$ cat config.mk
export PLATFORM = sky130hd
export DESIGN_NAME = lsv_back
export DESIGN_NICKNAME = d
export VERILOG_FILES = /design/src/rtl/lsv_pkg.sv /design/src/rtl/lsv_back.sv
export SDC_FILE = /design/constraint.sdc
export NUM_CORES = 1
export LEC_CHECK = 0
export ABC_AREA = 1
export BUFFER_PORTS_ARGS = -buffer_cell sky130_fd_sc_hd__buf_4
export CORE_UTILIZATION = 40
export DETAILED_ROUTE_END_ITERATION = 7
export MAX_ROUTING_LAYER = met4
export PLACE_DENSITY = 0.65
export SETUP_SLACK_MARGIN = 0.2
export SLEW_MARGIN = 30
export SYNTH_ARGS = -nofsm -noshare
export SYNTH_HDL_FRONTEND = slang
export SYNTH_SLANG_ARGS = --single-unit
export TNS_END_PERCENT = 10
$ cat constraint.sdc
create_clock -name clk -period 12 [get_ports clk]
set_input_delay 0 -clock clk [delete_from_list [all_inputs] [get_ports clk]]
set_output_delay 0 -clock clk [all_outputs]
set_load 0.005 [all_outputs]
$ cat src/rtl/lsv_pkg.sv
// ----------------------------------------------------------------------------
// lsv_pkg
// Types and constants shared by the surface labelling block.
// ----------------------------------------------------------------------------
`timescale 1ns / 1ps
`default_nettype none

package lsv_pkg;

  localparam int DATA_W = 16;
  localparam int CFG_AW = 3;
  localparam int QDEPTH = 4;
  localparam int QPW    = 2;
  localparam int QCW    = 3;

  typedef enum logic [CFG_AW-1:0] {
    CFG_FOREGROUND = 3'd0,
    CFG_SURFACE    = 3'd1,
    CFG_WIDTH      = 3'd2,
    CFG_HEIGHT     = 3'd3,
    CFG_DEPTH      = 3'd4
  } cfg_idx_t;

  typedef struct packed {
    logic [DATA_W-1:0] fg;
    logic [DATA_W-1:0] surface;
    logic [8:0]        width;
    logic [8:0]        height;
    logic [15:0]       depth;
  } cfg_t;

  typedef struct packed {
    logic xm;
    logic xp;
    logic ym;
    logic yp;
    logic zm;
    logic zp;
  } nbr_t;

  typedef struct packed {
    logic [DATA_W-1:0] c;
    logic [DATA_W-1:0] xm;
    logic [DATA_W-1:0] xp;
    logic [DATA_W-1:0] ym;
    logic [DATA_W-1:0] yp;
    logic [DATA_W-1:0] zm;
    logic [DATA_W-1:0] zp;
    nbr_t              has;
    logic              last;
  } window_t;

  typedef struct packed {
    logic    valid;
    window_t win;
  } push_t;

  typedef struct packed {
    logic [QCW-1:0] count;
  } q_status_t;

endpackage

`default_nettype wire

$ cat src/rtl/lsv_back.sv
// ----------------------------------------------------------------------------
// lsv_back
// Queues read windows, classifies the center voxel and holds the result word.
// ----------------------------------------------------------------------------
`timescale 1ns / 1ps
`default_nettype none

module lsv_back (
  input  wire                         clk,
  input  wire                         rst_n,
  input  wire lsv_pkg::cfg_t          cfg,
  input  wire lsv_pkg::push_t         push,
  output lsv_pkg::q_status_t          q_stat,
  output logic                        out_tvalid,
  input  wire                         out_tready,
  output logic [lsv_pkg::DATA_W-1:0]  out_tdata,
  output logic                        out_tlast
);

  lsv_pkg::window_t q_r [lsv_pkg::QDEPTH];
  logic [lsv_pkg::QPW-1:0] wp_r, rp_r;
  logic [lsv_pkg::QCW-1:0] cnt_r, cnt_nxt;
  logic                    pop;
  lsv_pkg::window_t        head;
  logic                    edge_hit;
  logic [lsv_pkg::DATA_W-1:0] res;
  logic                    ov_r;
  logic [lsv_pkg::DATA_W-1:0] od_r;
  logic                    ol_r;

  assign head = q_r[rp_r];
  assign pop  = (cnt_r != '0) && (!ov_r || out_tready);

  always_comb begin
    edge_hit = (head.has.xm && head.xm != cfg.fg) ||
               (head.has.xp && head.xp != cfg.fg) ||
               (head.has.ym && head.ym != cfg.fg) ||
               (head.has.yp && head.yp != cfg.fg) ||
               (head.has.zm && head.zm != cfg.fg) ||
               (head.has.zp && head.zp != cfg.fg);
    res = (head.c == cfg.fg && edge_hit) ? cfg.surface : '0;
    cnt_nxt = cnt_r + lsv_pkg::QCW'(push.valid) - lsv_pkg::QCW'(pop);
  end

  always_ff @(posedge clk) begin
    if (push.valid) begin
      q_r[wp_r] <= push.win;
    end
    if (pop) begin
      od_r <= res;
      ol_r <= head.last;
    end
  end

  always_ff @(posedge clk) begin
    if (!rst_n) begin
      wp_r  <= '0;
      rp_r  <= '0;
      cnt_r <= '0;
      ov_r  <= 1'b0;
    end else begin
      wp_r  <= wp_r + lsv_pkg::QPW'(push.valid);
      rp_r  <= rp_r + lsv_pkg::QPW'(pop);
      cnt_r <= cnt_nxt;
      if (pop) begin
        ov_r <= 1'b1;
      end else if (out_tready) begin
        ov_r <= 1'b0;
      end
    end
  end

  assign q_stat.count = cnt_r;
  assign out_tvalid   = ov_r;
  assign out_tdata    = od_r;
  assign out_tlast    = ol_r;

endmodule

`default_nettype wire

# Word level (Yosys, flattened, before mapping)
# Memory sizes are Yosys's and may differ from the RTL's. A register that Yosys moved wholly into a read port is not among the register bits.
# Cells that the tools add are included.
[op_classes]
n_eq_ne = 7
n_mux = 5
n_reduce_logical = 17
addsub = 4
[ops]
columns = ["operator", "n"]
rows = [
  ["$ne A16 B16 Y1", 6],
  ["$eq A16 B16 Y1", 1],
  ["$logic_and A1 B1 Y1", 8],
  ["$logic_or A1 B1 Y1", 6],
  ["$add A2 B1 Y2", 2],
  ["$mux W1", 4],
  ["$add A3 B1 Y3", 1],
  ["$reduce_bool A3 Y1", 1],
  ["$sub A3 B1 Y3", 1],
  ["$mux W2", 1],
  ["$reduce_bool A2 Y1", 1],
  ["$logic_not A1 Y1", 1],
]
[word_totals]
in_bits = 189
ram_bits = 476
output_inout_bits = 21
mem_count = 1
elab_cells = 40
ff_bits = 25
[memory_table]
columns = ["name", "depth", "width", "rd", "rd_clocked_by_memory_dff", "wr", "line_no", "source"]
rows = [
  ["q_r", 4, 119, 1, 1, 1, "lsv_back.sv:20", "lsv_pkg::window_t q_r [lsv_pkg::QDEPTH];"],
]

# Depth between registers and ports, before layout
# Gate-level depths: netlist of the first run.
[logic_depth]
ltp_word = 8
ltp_mapped = 20
ltp_nobuf = 17

# Worst setup path after synthesis of the first run
# OpenSTA, ideal clock, no wires.
[synth_path]
path_kind = "reg-to-reg"
startpoint = "reg wp_r[1] in the netlist's numbering"
endpoint = "mem q_r[2][0] in the netlist's numbering (enable)"
path_stages_with_launch = 3
synth_period_minus_slack_ns = 9.224
slack_ns = 2.776
t_required_ns = 11.257
setup_time_ns = 0.743
arrival_ns = 8.481
n_path_buf = 0
path_cell_list = "dfxtp_1 -> inv_1 -> nor3_1"
[synth_lines]
columns = ["item", "line_no", "source"]
rows = [
  ["start: declaration", "lsv_back.sv:21", "logic [lsv_pkg::QPW-1:0] wp_r, rp_r;"],
  ["start signal: assignment", "lsv_back.sv:62", "wp_r <= wp_r + lsv_pkg::QPW'(push.valid);"],
  ["end: declaration", "lsv_back.sv:20", ""],
]
# No word-level cell before the write port.

==> reports/results.ini, run 1 <==
[outcome]
outcome=complete, no violations

[synth]
synth_warnings=0
synthFlopType=edfxtp_1
yosysTopAreaCell=edfxtp_1
synth_top_area_share_pct=70.5
syn-num-nets=2083
synth_area_per_cell_sq_um=11.1
syn_inst=1889
synth_common_cells=780 x nand2_1, 493 x edfxtp_1, 318 x nand3_1, 75 x nor2_1, 49 x inv_1
yosys_register_bits=501
syn_area_sq_mm=0.0210
synth-seq-area-share_pct=71.3
yosysMostFrequentCell=nand2_1
yosysUniqueCellTypes=27
synth.top_cells.by_area=edfxtp_1 70%, nand2_1 14%, nand3_1 7.6%, nor2_1 1.3%, buf_2 1.1%
synth_edf_count=493
async_flop_share_pct=0

[timing]
finalCriticalPeriod_ns=3.99
hold_viol_final=0
report.final.slew_viol_count=0
skew_ns=0.0272
fmax_mhz=251
period_share_pct=33.2
setup_viol=0
rsz0062_at_grt=no
max-slew-margin-rel_pct=34.0
fin_setup_tns_ns=0
tightest_slew_ns=0.990

[place]
placed_cells=2673
port_buffers=175
place_congestion=0.783
dpl.hpwl_microns=33000

[power_and_ir_drop]
max-vdd-ir-drop_uv=156
powerDensity_mw_per_mm2=192
p_leak_nw=10.2

[final_layout]
finalNetCount=2378
seq_area_sq_mm=0.0150
final_util_pct=50.0
area_growth_pct=23.0
nFillCells=4433
drive_above_1_share_pct=12.7
multi_input_area_sq_mm=0.00538
instances_no_fill=2916

[critical_path]
cp-start-kind=flip-flop
cp-end-kind=flip-flop
crit_type=flip-flop to flip-flop
critPathMaxFanout=66
arrival_ns=4.31
cp.required_ns=12.32

[clocking]
clockBufferDepth=3
clk_latency_ns=0.60
htree_num_levels=2
root_buffer=clkbuf_16
cts_buffers=50
path_clk_slew_ns=0.06
cts_resized=0
clkSinkCount=501
tritoncts=yes

[global_route]
grtUsageTotal_pct=22.0
grt_remaining_overflow=0
grt_max_degree=215
grt_pass1_vias=14500
grt_pass1_wl_microns=84700
antenna_found_initial=11

[routing]
drc=0
via_per_inst=5.10
antenna_left=0
firstDrtPassIters=5
vias=14900
drt-initial-drc-count=1473
totalWireLength_microns=57000
post_drt_wl_per_cell_microns=19.5

[floorplanning]
ios=210
start_util_pct=40.7
fp-row-count=83
die_w_microns=231
core-area_sq_mm=0.0516
dieArea_sq_mm=0.0534
die_h_microns=231

[min_path]
hp-class=primary input to flip-flop

[flow_run]
drv_cap=0

power by group:
| part | leakage [nW] | switching (mW) | total [mW] | internal (mW) |
|---|---|---|---|---|
| clock | 0.757 | 0.657 | 1.46 | 0.807 |
| combinational | 4.80 | 0.919 | 1.38 | 0.463 |
| sequential | 4.61 | 0.0654 | 2.12 | 2.05 |
| total | 10.2 | 1.64 | 4.96 | 3.32 |
layout by cell type (no fill, tap or decap):
master,n
dlygate4sd3_1,138
buf_12,2
dfxtp_4,2
a32o_1,2
o22ai_1,5
fa_1,1
xor2_1,17
xnor2_1,3
nor2_1,75
o21ai_0,16
clkbuf_1,7
diode_2,11
bufinv_16,2
nor4_1,4
buf_16,2
clkbuf_16,50
buf_6,1
inv_1,49
clkinv_1,15
buf_4,185
clkinv_2,16
nand2_1,780
clkinv_4,1
nand4_1,5
clkinv_8,1
inv_6,4
dfxtp_1,6
nand2_2,1
edfxtp_1,493
a21oi_4,1
nand3_1,318
a21oi_1,5
ha_1,4
nor2_2,10
nor3_2,4
logic make-up after synthesis:
| family | after synthesis | synth area share [%] |
|---|---|---|
| AND/OR/NAND/NOR | 1197 | 23.6 |
| adder cells (fa/ha/maj) | 5 | 0.334 |
| AO/OA/AOI/OAI | 29 | 0.769 |
| buffers and inverters | 137 | 3.26 |
| flip-flops | 501 | 71.3 |
| XOR/XNOR | 20 | 0.834 |
final cells by class:
| type | instances | share of cell area [%] |
|---|---|---|
| Timing Repair Buffer | 328 | 11.1 |
| Clock inverter | 36 | 0.911 |
| Sequential cell | 501 | 58.0 |
| Antenna cell | 11 | 0.107 |
| Tap cell | 680 | 3.29 |
| Clock buffer | 57 | 4.95 |
| Multi-Input combinational cell | 1251 | 20.8 |
| Inverter | 52 | 0.794 |
layer usage:
metal | up-vias | GRT usage (%) | share of wire (%)
met5 | - | - | 0
met4 | 0 | 10.6 | 4.4
met3 | 146 | 3.94 | 7.1
met2 | 530 | 35.7 | 48
met1 | 7103 | 26.5 | 40
li1 | 7089 | - | -
state kept, by name (all words and copies together) (netlist names):
| register | flops |
|---|---|
| out_tlast | 1 |
| wp_r | 2 |
| rp_r | 2 |
| out_tdata | 16 |
| out_tvalid | 1 |
| q_stat | 3 |
| q_r | 476 |
critical path, cell delays in order (launching register included):
cell	delay [ns]
dfxtp_4	0.54
inv_6	0.59
buf_4	0.76
nand3_1	0.19
nand2_1	0.11
nand2_1	0.05
nand2_1	0.07
nand2_1	0.13
inv_1	0.10
nand2_1	0.05
nor2_1	0.25
nand2_1	0.10
nand2_1	0.06
nand2_1	0.07
nor2_1	0.09
nand2_1	0.08
nand2_2	0.35
nor2_1	0.09
worst paths after layout:
| path | slack [ns] | start | end | cells past startpoint |
|---|---|---|---|---|
| worst min register to register | 0.58 | wp_r[1] | wp_r[1] | 2 |
| worst max register to register | 8.01 | rp_r[1] | out_tdata[5] | 17 |
| worst min-delay path | 0.14 | push[7] | q_r[0][7] | 2 |
| worst max-delay path | 8.01 | rp_r[1] | out_tdata[5] | 17 |
per-stage QoR:
step | worst slack, ns | cell area, sq um | hold slack (ns) | total power [mW]
6_report | 8.01 | 25800 | 0.138 | 4.96
5_1_grt | 7.73 | 25800 | 0.135 | 5.23
4_1_cts | 7.97 | 25800 | 0.107 | 4.98
3_5_place_dp | 8.00 | 22900 | 0.202 | 3.49
3_3_place_gp | 8.01 | 22800 | 0.200 | 3.46
2_1_floorplan | 2.78 | 21000 | 0.0935 | 3.11
what timing repair did:
action	4_1_cts	5_1_grt
endpoints found under the hold margin	500	0
setup buffers	0	0
hold buffers	138	0
Note: power is estimated with default switching activity, not from simulation.
==> run 2, diff against run 1 <==
--- a/config.mk
+++ b/config.mk
@@ -5,7 +5,7 @@
 export SDC_FILE = /design/constraint.sdc
 export NUM_CORES = 1
 export LEC_CHECK = 0
-export ABC_AREA = 1
+export ABC_AREA = 0
 export BUFFER_PORTS_ARGS = -buffer_cell sky130_fd_sc_hd__buf_4
 export CORE_UTILIZATION = 40
 export DETAILED_ROUTE_END_ITERATION = 7
==> constraint.sdc (replaced) <==
create_clock -name clk -period 3.9 [get_ports clk]
set_input_delay 0 -clock clk [delete_from_list [all_inputs] [get_ports clk]]
set_output_delay 0 -clock clk [all_outputs]
set_load 0.005 [all_outputs]
==> reports/results.ini, run 2 <==
[place]
placed_cell_area_sq_mm=0.0219
port_buffers=175
dpl.hpwl_microns=27200
dpl_worst_slack_ns=0.360
place_congestion=0.720

[clocking]
clkSinkCount=501
clk_latency_ns=0.60
root_buffer=clkbuf_16
tritoncts=yes
clockBufferDepth=3
htree_num_levels=2
path_clk_slew_ns=0.06
cts_buffers=51

[timing]
holdWs_ns=0.147
hold_viol_final=0
fmax_mhz=300
max-slew-margin-rel_pct=37.4
tightest_slew_ns=0.938
fin_setup_tns_ns=0
setup_slack_ns=0.562
setup_viol=0
rsz0062_at_grt=no
report.final.slew_viol_count=0
skew_ns=0.0223
finalCriticalPeriod_ns=3.34
period_share_pct=85.6

[power_and_ir_drop]
total_power_mw=14.6
powerDensity_mw_per_mm2=582
max-vdd-ir-drop_uv=382
p_leak_nw=8.41

[final_layout]
largest_register_ffs=476
top_register=q_r
layout_commonest_cell=edfxtp_1
seq_area_sq_mm=0.0150
finalNetCount=1448
multi_input_area_sq_mm=0.00437
drive_above_1_share_pct=32.2
most-common-layout-cells=493 x edfxtp_1, 196 x buf_4, 138 x dlygate4sd3_1, 114 x mux4_2, 94 x xor2_1
area_growth_pct=28.0
finalInstanceArea_sq_mm=0.0251
nFillCells=3769

[synth]
synth.top_cells.by_area=edfxtp_1 76%, mux4_2 13%, xor2_1 4.2%, xnor2_1 0.98%, dfxtp_1 0.82%
async_flop_share_pct=0
synth_area_per_cell_sq_um=21.8
synth_warnings=0
yosysMostFrequentCell=edfxtp_1
synth_edf_count=493
syn_inst=897
syn_area_sq_mm=0.0196
synthFlopType=edfxtp_1
yosysUniqueCellTypes=40
synth_common_cells=493 x edfxtp_1, 114 x mux4_2, 94 x xor2_1, 22 x nor4_1, 22 x xnor2_1
synth-seq-area-share_pct=76.5
syn-num-nets=1091
yosysTopAreaCell=edfxtp_1
synth_top_area_share_pct=75.6
yosys_register_bits=501

[global_route]
grtUsageTotal_pct=18.7
grt_pass1_wl_microns=65500
grt_max_degree=64
grt_remaining_overflow=0
grt_pass1_vias=10400
antenna_found_initial=8

[critical_path]
arrival_ns=3.66
cp-end-kind=flip-flop
cp-start-kind=flip-flop
crit_type=flip-flop to flip-flop
critPathMaxFanout=16
cp.required_ns=4.22

[routing]
via_per_inst=5.13
totalWireLength_microns=44400
post_drt_wl_per_cell_microns=23.1
drc=0
firstDrtPassIters=5
vias=9841
antenna_left=0
drt-initial-drc-count=662

[floorplanning]
start_util_pct=40.7
fp-row-count=80
dieArea_sq_mm=0.0498
ios=210
core-area_sq_mm=0.0480
die_h_microns=223
die_w_microns=223

[outcome]
outcome=complete, no violations

[min_path]
hp-class=primary input to flip-flop

[flow_run]
drv_cap=0

run 2: changes by cell type after synthesis, sizes merged, moves of 16 or more:
cell / delta
a31oi: +16
buf: -29
inv: -46
mux4: +114
nand2: -760
nand3: -317
nor2: -84
nor4: +19
xnor2: +19
xor2: +77
run 2: final cells by class:
class                      instances  area share (%)
inverter                           5          0.0749
sequential                       501            59.8
tap                              615            3.07
timing repair buffer             352            12.9
clock inverter                    36            1.40
antenna                            8          0.0799
clock buffer                      60            5.31
multi-input combinational        343            17.4
run 2: timing repair:
action	4_1_cts	5_1_grt
setup buffers	0	1
hold buffers	138	0
endpoints found under the setup margin	0	16
resized for setup	0	0
hold endpoints to repair	513	0
run 2: worst max-delay path: stages (launching register included):
cell	delay (ns)
dfxtp_4	0.57
buf_4	0.27
mux4_2	0.54
xor2_1	0.16
nor4_1	0.43
nand4_1	0.30
a222oi_1	0.40
buf_4	0.28
a31oi_1	0.11
run 2: report_power, final:
group	total [mW]	internal [mW]	leakage, nW	switching [mW]
sequential	6.47	6.31	4.61	0.161
combinational	3.21	1.71	2.98	1.49
clock	4.91	2.85	0.824	2.06
total	14.6	10.9	8.41	3.71
run 2: cell families after synthesis:
kind of cell    Yosys count  synth area share [%]
mux                     124                  13.6
buf+inv                  53                  1.38
flops                   501                  76.5
compound gates           30                  1.06
simple gates             68                  1.92
xor+xnor                116                  5.19
fa+ha+maj                 5                 0.358
run 2: path summary, 6_finish.rpt:
check | cells past startpoint | start | to | slack, ns
setup / recovery | 8 | rp_r[0] | out_tdata[5] | 0.56
hold / removal | 2 | push[22] | q_r[0][22] | 0.15
setup reg to reg | 8 | rp_r[0] | out_tdata[5] | 0.56
hold reg to reg | 2 | out_tvalid | out_tvalid | 0.49
run 2: per-stage QoR:
step / instances / util (%)
after floorplan: 897 / -
after global placement: 1676 / 45.6
after detailed placement: 1677 / 45.7
after CTS: 1911 / 52.1
after global routing: 1920 / 52.2
final: 1920 / 52.2
run 2: routing by layer:
layer / share of wire (%) / routed length [microns] / GRT usage (%)
met5: 0 / 0 / -
met4: 2.0 / 902 / 5.16
met3: 5.5 / 2420 / 3.46
met2: 48 / 21400 / 29.5
met1: 44 / 19700 / 24.9
==> run 3, diff against run 2 <==
--- a/config.mk
+++ b/config.mk
@@ -11,6 +11,7 @@
 export DETAILED_ROUTE_END_ITERATION = 7
 export MAX_ROUTING_LAYER = met4
 export PLACE_DENSITY = 0.65
+export RECOVER_POWER = 100
 export SETUP_SLACK_MARGIN = 0.2
 export SLEW_MARGIN = 30
 export SYNTH_ARGS = -nofsm -noshare
==> reports/results.ini, run 3 (synthesis gave the netlist of run 2 again) <==
[place]
dpl_worst_slack_ns=0.360
placed_cells=1677
place_congestion=0.720
dpl.hpwl_microns=27200
placed_cell_area_sq_mm=0.0219
port_buffers=175

[critical_path]
crit_path_end=out_tdata[5]
timing.rr.start=rp_r[0]
cp-end-kind=flip-flop
cp-start-kind=flip-flop
reg2reg_to=out_tdata[5]
crit_slowest_cell=dfxtp_4
critical-path-max-stage-delay_ns=0.56
path_cells=buf_4 -> mux4_2 -> xor2_1 -> nor4_1 -> nand4_1 -> a222oi_1 -> clkbuf_2 -> a31oi_1
crit_start=rp_r[0]
critPathMaxFanout=16
crit_type=flip-flop to flip-flop
r2r_cells=8
cp.required_ns=4.22
arrival_ns=3.76
r2r_setup_slack_ns=0.46

[clocking]
root_buffer=clkbuf_16
clockBufferDepth=3
path_clk_slew_ns=0.06
cts_buffers=51
cts_resized=0
htree_num_levels=2
clkSinkCount=501
clk_latency_ns=0.60
tritoncts=yes

[power_and_ir_drop]
p_leak_nw=7.92
p_switching_mw=3.70
seq_power_share_pct=44.7
max-vdd-ir-drop_uv=382
switching_share_pct=25.6
pwr-share-clk_pct=33.8
powerDensity_mw_per_mm2=592
internal-power_mw=10.8
share_comb_of_total_power_pct=21.5
total_power_mw=14.5

[final_layout]
finalNetCount=1448
drive_above_1_share_pct=22.3
nFillCells=3895
area_growth_pct=25.0
most-common-layout-cells=493 x edfxtp_1, 138 x dlygate4sd3_1, 132 x clkbuf_1, 114 x mux4_2, 94 x xor2_1
finalInstanceArea_sq_mm=0.0245
layout_commonest_cell=edfxtp_1
final_util_pct=50.9
largest_register_ffs=476
instances_no_fill=1920
top_register=q_r

[global_route]
grt_max_degree=64
antenna_found_initial=8
grt_pass1_vias=10400
grt_pass1_wl_microns=65500
grtUsageTotal_pct=18.7
grt_remaining_overflow=0

[floorplanning]
core-area_sq_mm=0.0480
fp-row-count=80
dieArea_sq_mm=0.0498
start_util_pct=40.7
ios=210
die_h_microns=223
die_w_microns=223

[timing]
holdWs_ns=0.199
setup_slack_ns=0.463
rsz0062_at_grt=no
fmax_mhz=291
hold_viol_final=0
report.final.slew_viol_count=76
tightest_slew_ns=1.97
setup_viol=0
skew_ns=0.0208
fin_setup_tns_ns=0
period_share_pct=88.1
max-slew-margin-rel_pct=-31.5
finalCriticalPeriod_ns=3.44

[flow_run]
drv_cap=2

[routing]
vias=9893
totalWireLength_microns=44200
drt-initial-drc-count=688
drc=0
via_per_inst=5.15
firstDrtPassIters=5
antenna_left=0
post_drt_wl_per_cell_microns=23.0

[outcome]
violations=capacitance limit, slew limit
outcome=finished with violations

[min_path]
hp-class=primary input to flip-flop

==> run 3: layer usage <==
metal  GRT usage, %  wire length (microns)  vias to the layer above  share of wire, %
li1               -                      -                     4413                 -
met1           24.9                  19300                     5111                44
met2           29.5                  21400                      295                48
met3           3.46                   2650                       74               6.0
met4           5.16                    888                        0               2.0
met5              -                      0                        -                 0
==> run 3: power groups by stage <==
stage / logic (mW) / registers, mW / clock network [mW]
6_report: 3.12 / 6.47 / 4.90
5_1_grt: 3.39 / 6.51 / 5.19
4_1_cts: 3.22 / 6.49 / 5.00
3_5_place_dp: 3.09 / 6.61 / 0
3_3_place_gp: 3.07 / 6.59 / 0
2_1_floorplan: 2.11 / 6.52 / 0
==> run 3: how the worst min path moves through the flow <==
stage                          from          end  slack [ns]  cells past startpoint
after floorplan             push[0]    q_r[0][0]         0.1                      0
after global placement      push[7]    q_r[1][7]        0.20                      1
after detailed placement  push[112]  q_r[1][112]        0.20                      1
after CTS                  push[33]   q_r[0][33]        0.12                      2
after global routing       push[52]   q_r[0][52]        0.21                      2
final                      push[17]   q_r[0][17]        0.20                      2
==> run 3: timing repair <==
action,CTS,global route
hold endpoints to repair,513,0
buffers inserted,0,1
hold buffers,138,0
endpoints found under the setup margin,0,16
==> run 3: final cells by class <==
cell class                 count  area (sq um)  area share (%)
inverter                       5          18.8          0.0767
tap                          615           769            3.15
clock inverter                36           350            1.43
timing repair buffer         352          2660            10.9
antenna                        8          20.0          0.0818
sequential                   501         15000            61.2
clock buffer                  60          1330            5.44
multi-input combinational    343          4340            17.7
==> run 3: worst max-delay path: cells and delay by family (launching register included) <==
family                    cells  cell delay (ns)
muxes                         1             0.54
DFF                           1             0.56
xor gates and xnor gates      1             0.16
and+or+nand+nor               2             0.73
AOI/OAI and AO/OA             2             0.53
buffers and inverters         2             0.63
